$ cat config.mk
export PLATFORM = sky130hd
export DESIGN_NAME = nack_retransmit_window_unit
export DESIGN_NICKNAME = d
export VERILOG_FILES = /design/src/nrw_pkg.sv /design/src/nrw_ram.sv /design/src/nrw_mod.sv /design/src/nack_retransmit_window_unit.sv
export SDC_FILE = /design/constraint.sdc
export NUM_CORES = 1
export LEC_CHECK = 0
export BUFFER_PORTS_ARGS = -buffer_cell sky130_fd_sc_hd__buf_4
export CAP_MARGIN = 20
export CORE_UTILIZATION = 55
export CTS_CLUSTER_SIZE = 20
export DETAILED_ROUTE_END_ITERATION = 12
export PLACE_DENSITY = 0.8
export SLEW_MARGIN = 30
export SYNTH_ARGS = -nofsm -noshare
export SYNTH_HDL_FRONTEND = slang
export SYNTH_HIERARCHICAL = 1
export SYNTH_SLANG_ARGS = --single-unit
export TNS_END_PERCENT = 50
$ cat constraint.sdc
create_clock -name clock -period 7.2 [get_ports clock]
set_clock_uncertainty 0.15 [all_clocks]
set_input_delay 1.44 -clock clock [delete_from_list [all_inputs] [get_ports clock]]
set_output_delay 1.44 -clock clock [all_outputs]
set_load 0.02 [all_outputs]
$ cat src/nrw_pkg.sv
`timescale 1ns / 1ps
// ----------------------------------------------------------------------------
// NACK retransmit window package
// Shared widths, defaults and codes of the retransmit window block.
// ----------------------------------------------------------------------------
package nrw_pkg;

   localparam int SEQ_W      = 32;
   localparam int DEPTH_DEF  = 64;
   localparam int SLOT_OUT_W = 6;
   localparam int STATUS_W   = 3;
   localparam int FUNC_W     = 2;

   typedef enum logic [FUNC_W-1:0] {
      FN_STORE = 2'd0,
      FN_NACK  = 2'd1,
      FN_EMPTY = 2'd2
   } func_type;

   typedef enum logic [STATUS_W-1:0] {
      ST_STORED  = 3'd0,
      ST_REFUSED = 3'd1,
      ST_RESEND  = 3'd2,
      ST_IGNORED = 3'd3,
      ST_ABORTED = 3'd4,
      ST_UPDATED = 3'd5
   } status_type;

endpackage

$ cat src/nrw_ram.sv
`timescale 1ns / 1ps
// ----------------------------------------------------------------------------
// Generic simple dual-port RAM
// One write port and one read port, read data registered.
// ----------------------------------------------------------------------------
module nrw_ram #(
   parameter int WIDTH = 1,
   parameter int DEPTH = nrw_pkg::DEPTH_DEF
) (
   input  logic                     clock,
   input  logic                     wr_en,
   input  logic [$clog2(DEPTH)-1:0] wr_addr,
   input  logic [WIDTH-1:0]         wr_data,
   input  logic [$clog2(DEPTH)-1:0] rd_addr,
   output logic [WIDTH-1:0]         rd_data
);

   logic [WIDTH-1:0] mem_ff [DEPTH];
   logic [WIDTH-1:0] rd_data_ff;

   always_ff @(posedge clock) begin
      if (wr_en) begin
         mem_ff[wr_addr] <= wr_data;
      end
      rd_data_ff <= mem_ff[rd_addr];
   end

   assign rd_data = rd_data_ff;

endmodule

$ cat src/nrw_mod.sv
`timescale 1ns / 1ps
// ----------------------------------------------------------------------------
// NACK retransmit window slot number unit
// Reduces a sequence number modulo DEPTH by reciprocal multiplication: a
// registered 32 by 32 bit product, then one correcting subtraction.
// ----------------------------------------------------------------------------
module nrw_mod #(
   parameter int DEPTH = nrw_pkg::DEPTH_DEF
) (
   input  logic                      clock,
   input  logic                      reset,
   input  logic                      start,
   input  logic [nrw_pkg::SEQ_W-1:0] dividend,
   output logic                      done,
   output logic [$clog2(DEPTH)-1:0]  remainder
);

   localparam int SW    = nrw_pkg::SEQ_W;
   localparam int AW    = $clog2(DEPTH);
   // Floor of log2(DEPTH); it keeps the reciprocal within SW bits.
   localparam int LG    = $clog2(DEPTH + 1) - 1;
   localparam int SHIFT = SW - 1 + LG;
   localparam logic [63:0]   RECIP_W = (64'd1 << SHIFT) / 64'(DEPTH);
   localparam logic [SW-1:0] RECIP   = RECIP_W[SW-1:0];
   localparam logic [AW:0]   DEPTH_R = (AW + 1)'(DEPTH);

   logic            load_ff, load_in;
   logic            mult_ff, mult_in;
   logic            done_ff, done_in;
   logic [SW-1:0]   x_ff, x_in;
   logic [63:0]     prod_ff, prod_in;
   logic [AW-1:0]   rem_ff, rem_in;
   logic [AW:0]     q_lo;
   logic [AW:0]     qd;
   logic [AW:0]     r_raw;

   // The estimated quotient is the true one or one less, so the remainder
   // estimate lies below 2*DEPTH and only its low AW+1 bits are needed.
   always_comb begin
      load_in = start;
      mult_in = load_ff;
      done_in = mult_ff;
      x_in    = start ? dividend : x_ff;
      prod_in = 64'(x_ff) * 64'(RECIP);
      q_lo    = prod_ff[SHIFT +: AW + 1];
      qd      = q_lo * DEPTH_R;
      r_raw   = x_ff[AW:0] - qd;
      rem_in  = (r_raw >= DEPTH_R) ? AW'(r_raw - DEPTH_R) : r_raw[AW-1:0];
   end

   always_ff @(posedge clock) begin
      if (reset) begin
         load_ff <= 1'b0;
         mult_ff <= 1'b0;
         done_ff <= 1'b0;
      end else begin
         load_ff <= load_in;
         mult_ff <= mult_in;
         done_ff <= done_in;
      end
      x_ff    <= x_in;
      prod_ff <= prod_in;
      rem_ff  <= rem_in;
   end

   assign done      = done_ff;
   assign remainder = rem_ff;

endmodule

$ cat src/nack_retransmit_window_unit.sv
`timescale 1ns / 1ps
// ----------------------------------------------------------------------------
// NACK retransmit window
// Tracks slot occupancy of a sender's retransmit window and answers store,
// NACK word and empty NACK requests with one response each.
// ----------------------------------------------------------------------------
//  channel  dir  tdata                                   tuser               tlast
//  req_     in   seq_num, link_valid                     func, first_word    last_word
//  rsp_     out  slot_index, seq_out, can_buffer,        status              -
//                resent_total, window_start
//
//  From acceptance a request passes the slot number unit, one slot memory
//  read, one evaluation and one load of the response. A closing NACK word
//  that releases n slots (n <= DEPTH) adds a pass that reads each of them and
//  writes it back empty, bound by the one read and one write port of the slot
//  memory. After reset a clearing pass writes every slot empty; req_tready
//  stays low meanwhile. A response waiting on rsp_tready does not stop the next
//  request being accepted and worked on; its response then waits to be loaded.
// ----------------------------------------------------------------------------
module nack_retransmit_window_unit #(
   parameter int DEPTH = nrw_pkg::DEPTH_DEF
) (
   input  logic         clock,
   input  logic         reset,
   input  logic         req_tvalid,
   output logic         req_tready,
   input  logic [39:0]  req_tdata,   // seq_num[31:0], link_valid[32], zero pad
   input  logic [2:0]   req_tuser,   // func[1:0], first_word[2]
   input  logic         req_tlast,   // last_word
   output logic         rsp_tvalid,
   input  logic         rsp_tready,
   // slot_index[5:0], seq_out[37:6], can_buffer[38], resent_total[70:39],
   // window_start[102:71], zero pad
   output logic [103:0] rsp_tdata,
   output logic [2:0]   rsp_tuser    // status
);

   localparam int SW = nrw_pkg::SEQ_W;
   localparam int AW = $clog2(DEPTH);
   localparam int OW = $clog2(DEPTH + 1);
   localparam logic [AW-1:0] LAST_SLOT = AW'(DEPTH - 1);

   typedef enum logic [2:0] {
      S_INIT,
      S_IDLE,
      S_MOD,
      S_EVAL,
      S_SWEEP,
      S_DONE
   } state_type;

   state_type             state_ff, state_in;
   logic [AW-1:0]         init_addr_ff, init_addr_in;
   nrw_pkg::func_type     func_ff, func_in;
   logic [SW-1:0]         seq_ff, seq_in;
   logic                  first_ff, first_in;
   logic                  last_ff, last_in;
   logic                  link_ff, link_in;
   logic [AW-1:0]         slot_ff, slot_in;
   logic [SW-1:0]         fm_ff, fm_in;
   logic [SW-1:0]         largest_ff, largest_in;
   logic [SW-1:0]         resend_ff, resend_in;
   logic [OW-1:0]         occ_ff, occ_in;
   logic [SW-1:0]         head_ff, head_in;
   logic                  aborted_ff, aborted_in;
   logic [SW-1:0]         ns_ff, ns_in;
   logic [AW-1:0]         sweep_addr_ff, sweep_addr_in;
   logic [AW:0]           sweep_left_ff, sweep_left_in;
   logic                  pend_ff, pend_in;
   logic [AW-1:0]         pend_addr_ff, pend_addr_in;
   nrw_pkg::status_type   res_status_ff, res_status_in;
   logic [5:0]            res_slot_ff, res_slot_in;
   logic [SW-1:0]         res_seq_ff, res_seq_in;
   logic                  rsp_valid_ff, rsp_valid_in;
   nrw_pkg::status_type   out_status_ff, out_status_in;
   logic [5:0]            out_slot_ff, out_slot_in;
   logic [SW-1:0]         out_seq_ff, out_seq_in;
   logic                  out_can_ff, out_can_in;
   logic [SW-1:0]         out_resent_ff, out_resent_in;
   logic [SW-1:0]         out_ws_ff, out_ws_in;

   logic                  accept;
   logic                  mod_done;
   logic [AW-1:0]         mod_rem;
   logic [SW-1:0]         mod_dividend;
   nrw_pkg::func_type     req_func;
   logic                  ram_we;
   logic [AW-1:0]         ram_waddr;
   logic                  ram_wdata;
   logic [AW-1:0]         ram_raddr;
   logic                  ram_rdata;
   logic [SW:0]           fm_limit;
   logic [SW-1:0]         new_start;
   logic [SW-1:0]         span;
   logic [SW-1:0]         resend_inc;

   assign req_func   = nrw_pkg::func_type'(req_tuser[1:0]);
   assign req_tready = (state_ff == S_IDLE);
   assign accept     = req_tvalid && req_tready;

   // The slot number wanted depends on the request kind.
   always_comb begin
      if (req_func == nrw_pkg::FN_EMPTY) begin
         mod_dividend = largest_ff;
      end else if (req_func == nrw_pkg::FN_NACK && req_tlast) begin
         mod_dividend = fm_ff;
      end else begin
         mod_dividend = req_tdata[SW-1:0];
      end
   end

   nrw_mod #(
      .DEPTH(DEPTH)
   ) u_mod (
      .clock    (clock),
      .reset    (reset),
      .start    (accept),
      .dividend (mod_dividend),
      .done     (mod_done),
      .remainder(mod_rem)
   );

   nrw_ram #(
      .WIDTH(1),
      .DEPTH(DEPTH)
   ) u_slot_ram (
      .clock  (clock),
      .wr_en  (ram_we),
      .wr_addr(ram_waddr),
      .wr_data(ram_wdata),
      .rd_addr(ram_raddr),
      .rd_data(ram_rdata)
   );

   assign ram_raddr  = (state_ff == S_SWEEP) ? sweep_addr_ff : mod_rem;
   assign fm_limit   = {1'b0, fm_ff} + (SW + 1)'(DEPTH);
   assign new_start  = first_ff ? head_ff + 1'b1 : head_ff;
   assign span       = new_start - fm_ff;
   assign resend_inc = (resend_ff != '1) ? resend_ff + 1'b1 : resend_ff;

   always_comb begin
      state_in      = state_ff;
      init_addr_in  = init_addr_ff;
      func_in       = func_ff;
      seq_in        = seq_ff;
      first_in      = first_ff;
      last_in       = last_ff;
      link_in       = link_ff;
      slot_in       = slot_ff;
      fm_in         = fm_ff;
      largest_in    = largest_ff;
      resend_in     = resend_ff;
      occ_in        = occ_ff;
      head_in       = head_ff;
      aborted_in    = aborted_ff;
      ns_in         = ns_ff;
      sweep_addr_in = sweep_addr_ff;
      sweep_left_in = sweep_left_ff;
      pend_in       = 1'b0;
      pend_addr_in  = pend_addr_ff;
      res_status_in = res_status_ff;
      res_slot_in   = res_slot_ff;
      res_seq_in    = res_seq_ff;
      rsp_valid_in  = rsp_valid_ff;
      out_status_in = out_status_ff;
      out_slot_in   = out_slot_ff;
      out_seq_in    = out_seq_ff;
      out_can_in    = out_can_ff;
      out_resent_in = out_resent_ff;
      out_ws_in     = out_ws_ff;
      ram_we        = 1'b0;
      ram_waddr     = slot_ff;
      ram_wdata     = 1'b0;

      if (rsp_valid_ff && rsp_tready) begin
         rsp_valid_in = 1'b0;
      end

      unique case (state_ff)
         S_INIT: begin
            ram_we       = 1'b1;
            ram_waddr    = init_addr_ff;
            init_addr_in = init_addr_ff + 1'b1;
            if (init_addr_ff == LAST_SLOT) begin
               state_in = S_IDLE;
            end
         end
         S_IDLE: begin
            if (accept) begin
               func_in  = req_func;
               seq_in   = req_tdata[SW-1:0];
               link_in  = req_tdata[SW];
               first_in = req_tuser[2];
               last_in  = req_tlast;
               // A first word opens a new NACK before anything is tested.
               if (req_func == nrw_pkg::FN_NACK && req_tuser[2]) begin
                  head_in    = req_tdata[SW-1:0];
                  aborted_in = 1'b0;
               end
               state_in = S_MOD;
            end
         end
         S_MOD: begin
            if (mod_done) begin
               slot_in  = mod_rem;
               state_in = S_EVAL;
            end
         end
         S_EVAL: begin
            res_slot_in = 6'(slot_ff);
            res_seq_in  = seq_ff;
            state_in    = S_DONE;
            case (func_ff)
               nrw_pkg::FN_STORE: begin
                  if (occ_ff >= OW'(DEPTH)) begin
                     res_status_in = nrw_pkg::ST_REFUSED;
                  end else begin
                     ram_we    = 1'b1;
                     ram_wdata = 1'b1;
                     if (!ram_rdata) begin
                        occ_in = occ_ff + 1'b1;
                     end
                     if (seq_ff > largest_ff) begin
                        largest_in = seq_ff;
                     end
                     res_status_in = nrw_pkg::ST_STORED;
                  end
               end
               nrw_pkg::FN_NACK: begin
                  if (!last_ff) begin
                     if (aborted_ff) begin
                        res_status_in = nrw_pkg::ST_ABORTED;
                     end else if (seq_ff < fm_ff) begin
                        res_status_in = nrw_pkg::ST_IGNORED;
                     end else if ({1'b0, seq_ff} >= fm_limit || seq_ff > largest_ff) begin
                        aborted_in    = 1'b1;
                        res_status_in = nrw_pkg::ST_ABORTED;
                     end else if (!ram_rdata) begin
                        res_status_in = nrw_pkg::ST_IGNORED;
                     end else if (!link_ff) begin
                        aborted_in    = 1'b1;
                        res_status_in = nrw_pkg::ST_ABORTED;
                     end else begin
                        resend_in     = resend_inc;
                        res_status_in = nrw_pkg::ST_RESEND;
                     end
                  end else begin
                     aborted_in  = 1'b0;
                     res_slot_in = '0;
                     if (aborted_ff) begin
                        res_status_in = nrw_pkg::ST_ABORTED;
                     end else if (new_start > fm_ff) begin
                        // Release the slots below the new start, one a cycle.
                        ns_in         = new_start;
                        sweep_addr_in = slot_ff;
                        sweep_left_in = (span > SW'(DEPTH)) ? (AW + 1)'(DEPTH)
                                                            : (AW + 1)'(span);
                        state_in      = S_SWEEP;
                     end else begin
                        fm_in         = new_start;
                        res_status_in = nrw_pkg::ST_UPDATED;
                        res_seq_in    = new_start;
                     end
                  end
               end
               nrw_pkg::FN_EMPTY: begin
                  res_seq_in = largest_ff;
                  if (largest_ff != '0 && ram_rdata && link_ff) begin
                     resend_in     = resend_inc;
                     res_status_in = nrw_pkg::ST_RESEND;
                  end else begin
                     res_status_in = nrw_pkg::ST_IGNORED;
                  end
               end
               default: begin
                  res_status_in = nrw_pkg::ST_IGNORED;
                  res_slot_in   = '0;
                  res_seq_in    = '0;
               end
            endcase
         end
         S_SWEEP: begin
            // The slot read in the previous cycle is written back empty now.
            if (pend_ff) begin
               ram_we    = 1'b1;
               ram_waddr = pend_addr_ff;
               ram_wdata = 1'b0;
               if (ram_rdata && occ_ff != '0) begin
                  occ_in = occ_ff - 1'b1;
               end
            end
            if (sweep_left_ff != '0) begin
               pend_in       = 1'b1;
               pend_addr_in  = sweep_addr_ff;
               sweep_addr_in = (sweep_addr_ff == LAST_SLOT) ? '0 : sweep_addr_ff + 1'b1;
               sweep_left_in = sweep_left_ff - 1'b1;
            end else if (!pend_ff) begin
               fm_in         = ns_ff;
               res_status_in = nrw_pkg::ST_UPDATED;
               res_seq_in    = ns_ff;
               state_in      = S_DONE;
            end
         end
         S_DONE: begin
            if (!rsp_valid_ff || rsp_tready) begin
               rsp_valid_in  = 1'b1;
               out_status_in = res_status_ff;
               out_slot_in   = res_slot_ff;
               out_seq_in    = res_seq_ff;
               out_can_in    = ({1'b0, largest_ff} + 1'b1) < fm_limit;
               out_resent_in = resend_ff;
               out_ws_in     = fm_ff;
               state_in      = S_IDLE;
            end
         end
         default: begin
            state_in = S_IDLE;
         end
      endcase
   end

   always_ff @(posedge clock) begin
      if (reset) begin
         state_ff      <= S_INIT;
         init_addr_ff  <= '0;
         fm_ff         <= SW'(1);
         largest_ff    <= '0;
         resend_ff     <= '0;
         occ_ff        <= '0;
         head_ff       <= '0;
         aborted_ff    <= 1'b0;
         sweep_left_ff <= '0;
         pend_ff       <= 1'b0;
         rsp_valid_ff  <= 1'b0;
      end else begin
         state_ff      <= state_in;
         init_addr_ff  <= init_addr_in;
         fm_ff         <= fm_in;
         largest_ff    <= largest_in;
         resend_ff     <= resend_in;
         occ_ff        <= occ_in;
         head_ff       <= head_in;
         aborted_ff    <= aborted_in;
         sweep_left_ff <= sweep_left_in;
         pend_ff       <= pend_in;
         rsp_valid_ff  <= rsp_valid_in;
      end
      func_ff       <= func_in;
      seq_ff        <= seq_in;
      first_ff      <= first_in;
      last_ff       <= last_in;
      link_ff       <= link_in;
      slot_ff       <= slot_in;
      ns_ff         <= ns_in;
      sweep_addr_ff <= sweep_addr_in;
      pend_addr_ff  <= pend_addr_in;
      res_status_ff <= res_status_in;
      res_slot_ff   <= res_slot_in;
      res_seq_ff    <= res_seq_in;
      out_status_ff <= out_status_in;
      out_slot_ff   <= out_slot_in;
      out_seq_ff    <= out_seq_in;
      out_can_ff    <= out_can_in;
      out_resent_ff <= out_resent_in;
      out_ws_ff     <= out_ws_in;
   end

   assign rsp_tvalid = rsp_valid_ff;
   assign rsp_tuser  = out_status_ff;
   assign rsp_tdata  = {1'b0, out_ws_ff, out_resent_ff, out_can_ff, out_seq_ff, out_slot_ff};

   // The occupancy count can never exceed the number of slots.
   assert property (@(posedge clock) disable iff (reset) occ_ff <= OW'(DEPTH))
      else $error("slot occupancy count exceeds the window depth");

   // Only one request is worked on at a time.
   assert property (@(posedge clock) disable iff (reset) accept |=> !req_tready)
      else $error("request accepted while another is in progress");

   // The saturating resend count never goes down.
   assert property (@(posedge clock) disable iff (reset) resend_ff >= $past(resend_ff))
      else $error("resend count decreased");

   // Slots are only released for the closing word of a NACK.
   assert property (@(posedge clock) disable iff (reset)
      (state_ff == S_SWEEP) |-> (last_ff && func_ff == nrw_pkg::FN_NACK))
      else $error("slot release pass without a closing NACK word");

endmodule
# [After elaboration in Yosys (flattened, before gate mapping)]
# Memories as Yosys holds them, arrays and structs flattened. A register that Yosys moved wholly into a read port is not among the register bits.
# Index checks and enable logic that the tools add are counted.
# Widths: inputs -> output; s select.
[word_totals] regBits=411 ramBits=64 input_bits=48 wordCells=226 memories=1
[classes] n_addsub=12 order_cmp=8 n_eq_ne=38 muxes=94 n_bitwise=3 n_reduce_logical=35
[mem_list] name="u_slot_ram.mem_ff" depth=64 width=1 rd=1 rd_clocked_by_memory_dff=1 write_ports=1 line="nrw_ram.sv:18" rtl="logic [WIDTH-1:0] mem_ff [DEPTH];"
[op_table] cell="$mux 32" count=18
[op_table] cell="$pmux 32 s2" count=3
[op_table] cell="$pmux 32 s3" count=1
[op_table] cell="$mux 7" count=13
[op_table] cell="$add 32x1->32 const B" count=2
[op_table] cell="$gt 32x32->1" count=2
[op_table] cell="$mux 6" count=10
[op_table] cell="$mux 3" count=14
[op_table] cell="$pmux 6 s2" count=3
[op_table] cell="$ne 2x2->1 const B" count=17
[op_table] cell="$add 32x1->33 const B" count=1
[op_table] cell="$add 32x7->33 const B" count=1
[op_table] cell="$ge 32x33->1" count=1
[op_table] cell="$lt 33x33->1" count=1
[op_table] cell="$gt 32x7->1 const B" count=1
[op_table] cell="$lt 32x32->1" count=1
[op_table] cell="$ne 32x32->1 const B" count=1
[op_table] cell="$reduce_bool 32->1" count=1
[op_table] cell="$sub 32x32->32" count=1
[op_table] cell="$pmux 7 s2" count=2
[op_table] cell="$mux 1" count=25
[op_table] cell="$pmux 3 s6" count=1
[op_table] cell="$reduce_and 6->1" count=3
[op_table] cell="$ne 2x1->1 const B" count=8
[op_table] cell="other kinds (32)" count=59

# [Logic depth before layout (Yosys ltp)]
[depth] depth_word=10 ltp_mapped=22 mapped_depth_nobuf=20

# [Cells and area by module]
# The synthesis kept the hierarchy.
[modules_own_cells] module="nack_retransmit_window_unit" instances=1 cells_per_inst=2452 area_each_um2=22426.5 seq_area_each_um2=10109.7
[modules_own_cells] module="nrw_ram" instances=1 cells_per_inst=205 area_each_um2=2936.6 seq_area_each_um2=1941.9
[modules_own_cells] module="nrw_mod" instances=1 cells_per_inst=18 area_each_um2=379.1 seq_area_each_um2=360.3

# [Least setup slack after synthesis]
# OpenSTA, ideal clock, no wires.
[synth_timing] path_type="register to register" startpoint="register head_ff[7]" endpoint="register sweep_left_ff[5]" setup_time_ns=0.134 arrival_time_ns=6.360 setup_slack_ns=0.556 stages_incl_launch_ff=18 path_buffers=2 synth_period_minus_slack_ns=6.644 cell_sequence="dfxtp_1 and4_1 and4_1 nor3b_1 nand3_1 xnor2_1 ha_1 clkbuf_1 nand4_1 nor3_1 o21ai_1 a22oi_1 a31oi_1 nor3_1 nand2b_1 buf_2 a21boi_0 a211oi_1"
[synth_between] elab_chain_len=10 elab_cells_between_ends=13 classes_between="add/sub (2); order compare (2); eq/ne (1); mux (7); reduce/logical (1)"
[synth_lines] item="start: declaration" line="nack_retransmit_window_unit.sv:64" rtl="logic [SW-1:0] head_ff, head_in;"
[synth_lines] item="start signal: assignment" line="nack_retransmit_window_unit.sv:342" rtl="head_ff <= head_in;"
[synth_lines] item="$add 32x1->32 *" line="nack_retransmit_window_unit.sv:137" rtl="assign new_start = first_ff ? head_ff + 1'b1 : head_ff;"
[synth_lines] item="$mux 32 *" line="nack_retransmit_window_unit.sv:137"
[synth_lines] item="via new_start[19]" line="nack_retransmit_window_unit.sv:93" rtl="logic [SW-1:0] new_start;"
[synth_lines] item="$sub 32x32->32" line="nack_retransmit_window_unit.sv:138" rtl="assign span = new_start - fm_ff;"
[synth_lines] item="$gt 32x7->1" line="nack_retransmit_window_unit.sv:256" rtl="sweep_left_in = (span > SW'(DEPTH)) ? (AW + 1)'(DEPTH)"
[synth_lines] item="$mux 7" line="nack_retransmit_window_unit.sv:256"
[synth_lines] item="$mux 7" line="nack_retransmit_window_unit.sv:252" rtl="end else if (new_start > fm_ff) begin"
[synth_lines] item="$mux 7" line="nack_retransmit_window_unit.sv:250" rtl="if (aborted_ff) begin"
[synth_lines] item="$mux 7" line="nack_retransmit_window_unit.sv:230" rtl="if (!last_ff) begin"
[synth_lines] item="$mux 7" line="nack_retransmit_window_unit.sv:213" rtl="case (func_ff)"
[synth_lines] item="$pmux 7 s2" line="nack_retransmit_window_unit.sv:179" rtl="unique case (state_ff)"
[synth_lines] item="end signal: assignment" line="nack_retransmit_window_unit.sv:344" rtl="sweep_left_ff <= sweep_left_in;"
[synth_lines] item="end: declaration" line="nack_retransmit_window_unit.sv:68" rtl="logic [AW:0] sweep_left_ff, sweep_left_in;"
# The timed path passes the listed nets; every way through them passes the cells marked *. The select of a mux whose other input is x is not followed.
# A chain may end at the register's enable or synchronous reset.

# [Final worst setup path]
[layout_timing] startpoint="register first_ff" endpoint="register fm_ff[24]"
[layout_between] elab_cells_between_ends=9 classes_between="order compare (1); eq/ne (1); mux (6); reduce/logical (1)"
[layout_lines] item="start: declaration" line="nack_retransmit_window_unit.sv:56" rtl="logic first_ff, first_in;"
[layout_lines] item="start signal: assignment" line="nack_retransmit_window_unit.sv:350" rtl="first_ff <= first_in;"
[layout_lines] item="$mux 32" line="nack_retransmit_window_unit.sv:137"
[layout_lines] item="via new_start[27]" line="nack_retransmit_window_unit.sv:93"
[layout_lines] item="$gt 32x32->1" line="nack_retransmit_window_unit.sv:252"
[layout_lines] item="$ne 2x2->1 (no source line)"
[layout_lines] item="$reduce_and 7->1 (no source line)"
[layout_lines] item="end signal: assignment" line="nack_retransmit_window_unit.sv:338" rtl="fm_ff <= fm_in;"
[layout_lines] item="end: declaration" line="nack_retransmit_window_unit.sv:60" rtl="logic [SW-1:0] fm_ff, fm_in;"
# The timed path passes the listed nets, and every way through them passes these cells. The select of a mux whose other input is x is not followed.

==> out/qor.log <==
INFO  status         outcome=finished clean
INFO  critical_path  cp_data_required_time=7570ps
INFO  clocking       clockBufferDepth=3
INFO  clocking       postcts_resize_cnt=0
INFO  logic_synthesis synthesis.area_per_instance=9.852squm
INFO  drt            drcViolationCount=0
INFO  floorplan      chipWidth=216.3um
INFO  drt            routed_wire_length_per_instance=20.96um
INFO  drt            iteration_0_drc_count_of_the_detailed_router=2065
INFO  power          vdd_ir_drop_max=0.1984mV
INFO  logic_synthesis postSynthNetCount=2781
INFO  sta            fin_worst_hold_slack=188.8ps
INFO  drt            drt-total-wl=69.07mm
INFO  clocking       cts-htree-levels=2
INFO  sta            final_setup_vio_count=0
INFO  floorplan      die_height=216.3um
INFO  drt            ant_nets=0
INFO  clocking       postCtsHoldBufs=0
INFO  sta            final_critical_path_setup_slack=1146ps
INFO  place          io_port_bufs=148
INFO  power          combPwrFrac=0.083
INFO  job            drv_cap=0
INFO  logic_synthesis yosysWarningCount=6
INFO  layout         syn_to_final_growth=13.27%
INFO  clocking       cts_inserted_buffers=48
INFO  clocking       clkSinkCount=468
INFO  critical_path  end_kind=flip-flop
INFO  sta            maxClockFrequency=0.1652GHz
INFO  power          switching_share=0.2405
INFO  sta            period_share=0.8409
INFO  worst_hold_path hp-class=flip-flop to flip-flop
INFO  power          seqPwrFrac=0.471
INFO  clocking       ctsRootBufferMaster=sky130_fd_sc_hd__clkbuf_16
INFO  sta            report.final.slew_viol_count=0
INFO  drt            avgViaCountPerCell=6.196
INFO  power          clkPwrFrac=0.446
INFO  sta            finalHoldViolations=0
INFO  floorplan      die_footprint=46790squm
INFO  critical_path  timing.critical_path.fanout_max=19
INFO  floorplan      num_rows=78
INFO  layout         post_route_cells_drive_above_1_share=0.1121
INFO  place          hpwl=49.02mm
INFO  power          cell_area_power_density=216.6nW/um^2
INFO  power          power.total=6.196mW
INFO  power          switch_pwr=1.490mW
INFO  floorplan      coreArea=45380squm
INFO  place          gp_congestion=0.9292
INFO  layout         insertedDiodeCount=0
INFO  critical_path  worst_ep_arrival_time=6420ps
INFO  drt            firstDrtPassIters=5
INFO  drt            routed-via-count=20420
INFO  power          cellInternalPower=4.706mW
INFO  clocking       clock_latency=620ps
INFO  sta            period_needed=6054ps
INFO  grt            grt_overflow=0
INFO  floorplan      initial_core_util=0.5566
INFO  grt            grt_start_max_net_pins=82
INFO  place          detailedPlace.worstSlack=1394ps
INFO  grt            antenna_found_initial=0
INFO  layout         layout.nets=2872
INFO  logic_synthesis summed_instance_area_of_the_synthesized_netlist=25260squm
INFO  critical_path  launching_element_type_of_the_critical_path=flip-flop
INFO  sta            fin_setup_tns=0ps
INFO  clocking       clkTransAtPathRegs=70ps
INFO  clocking       clock_tree_from_tritoncts=built
INFO  critical_path  path_class=flip-flop to flip-flop
INFO  grt            grtUsageTotal=0.2907
INFO  grt            grt_first_pass_wirelength=106.7mm
INFO  grt            grt_pass1_vias=19420
INFO  power          p_leak=10.87nW
INFO  sta            worst_slew_margin_rel=0.3272
INFO  sta            rsz0062_at_grt=false
INFO  floorplan      boundaryPins=157
INFO  clocking       buffer_count_from_post_cts_setup_fixing=0
INFO  sta            worst_slew_pin_slew=1009ps
INFO  logic_synthesis gate_count_after_technology_mapping=2564
==> cell type report <==
type,instances,area [sq um]
repair buffers,172,1324
clock inverters,36,506.7
clock buffers,54,1275
inverters,92,345.3
flip-flops and latches,468,12410
fillers,3656,16770
multi-input cells,1873,12000
well taps,600,750.7
==> worst max-delay path, stage by stage (launching register included) <==
cell and delay (ps):
sky130_fd_sc_hd__edfxtp_1 490, sky130_fd_sc_hd__and3_1 330, sky130_fd_sc_hd__nand3_1 270, sky130_fd_sc_hd__nor3b_1 250, sky130_fd_sc_hd__buf_4 200, sky130_fd_sc_hd__and3_1 420
sky130_fd_sc_hd__nand3_1 160, sky130_fd_sc_hd__xnor2_1 510, sky130_fd_sc_hd__ha_1 340, sky130_fd_sc_hd__nand4_1 200, sky130_fd_sc_hd__nor3_1 340, sky130_fd_sc_hd__nand4_1 190
sky130_fd_sc_hd__nor2b_1 170, sky130_fd_sc_hd__a31oi_1 380, sky130_fd_sc_hd__nand4_1 260, sky130_fd_sc_hd__a21o_1 600, sky130_fd_sc_hd__or3_1 510, sky130_fd_sc_hd__a21oi_1 170
==> power by group through the flow <==
stage | Combinational (mW) | Sequential [mW] | Clock [mW]
6_report | 0.514 | 2.92 | 2.77
5_1_grt | 0.558 | 2.92 | 2.90
4_1_cts | 0.503 | 2.92 | 2.80
3_5_place_dp | 0.500 | 2.97 | 0
3_3_place_gp | 0.480 | 2.97 | 0
2_1_floorplan | 0.358 | 2.96 | 0
==> per-layer routing <==
layer,up-vias,GRT usage,wire [um]
met2,877,0.4874,32840
met1,9876,0.3800,29050
met4,0,0.09742,2179
li1,9507,-,-
met5,-,0,0
met3,157,0.05193,5000
==> worst paths after layout <==
path                                    start                 end  slack, ps  depth (start not counted)
worst min-delay path            u_mod/x_ff[1]  u_mod/remainder[1]        190                          0
worst max-delay path                 first_ff           fm_ff[24]       1150                         17
worst max register to register       first_ff           fm_ff[24]       1150                         17
worst min register to register  u_mod/x_ff[1]  u_mod/remainder[1]        190                          0
==> stage by stage <==
stage | utilization | area [sq um] | std cells
2_1_floorplan | - | 25260 | 2564
6_report | 0.6305 | 28610 | 3295
3_3_place_gp | 0.5904 | 26790 | 3204
3_5_place_dp | 0.5904 | 26790 | 3204
4_1_cts | 0.6297 | 28570 | 3294
5_1_grt | 0.6305 | 28610 | 3295
==> state kept, by name, summed over array words and instances, names as in the netlist, 3 cells and up <==
name and count:
u_slot_ram/mem_ff 64, fm_ff 32, head_ff 32, largest_ff 32
ns_ff 32, out_resent_ff 32, out_seq_ff 32, out_ws_ff 32
res_seq_ff 32, resend_ff 32, seq_ff 32, occ_ff 7
sweep_left_ff 7, init_addr_ff 6, out_slot_ff 6, pend_addr_ff 6
res_slot_ff 6, slot_ff 6, sweep_addr_ff 6, u_mod/remainder 6
u_mod/x_ff 6, res_status_ff 3, rsp_tuser 3, state_ff 3
==> cells in the final DEF, fill, tap and decap left out, drive strengths merged, types with 34 or more instances in the layout <==
master	count
a21o	41
inv	96
nand3	73
dfxtp	164
a21oi	273
and3	40
nand4	61
or3	44
mux2i	34
nand2	213
buf	172
edfxtp	304
xnor2	85
clkbuf	54
ha	167
o21ai	65
nor2	368
(Power assumes the default switching activity.)
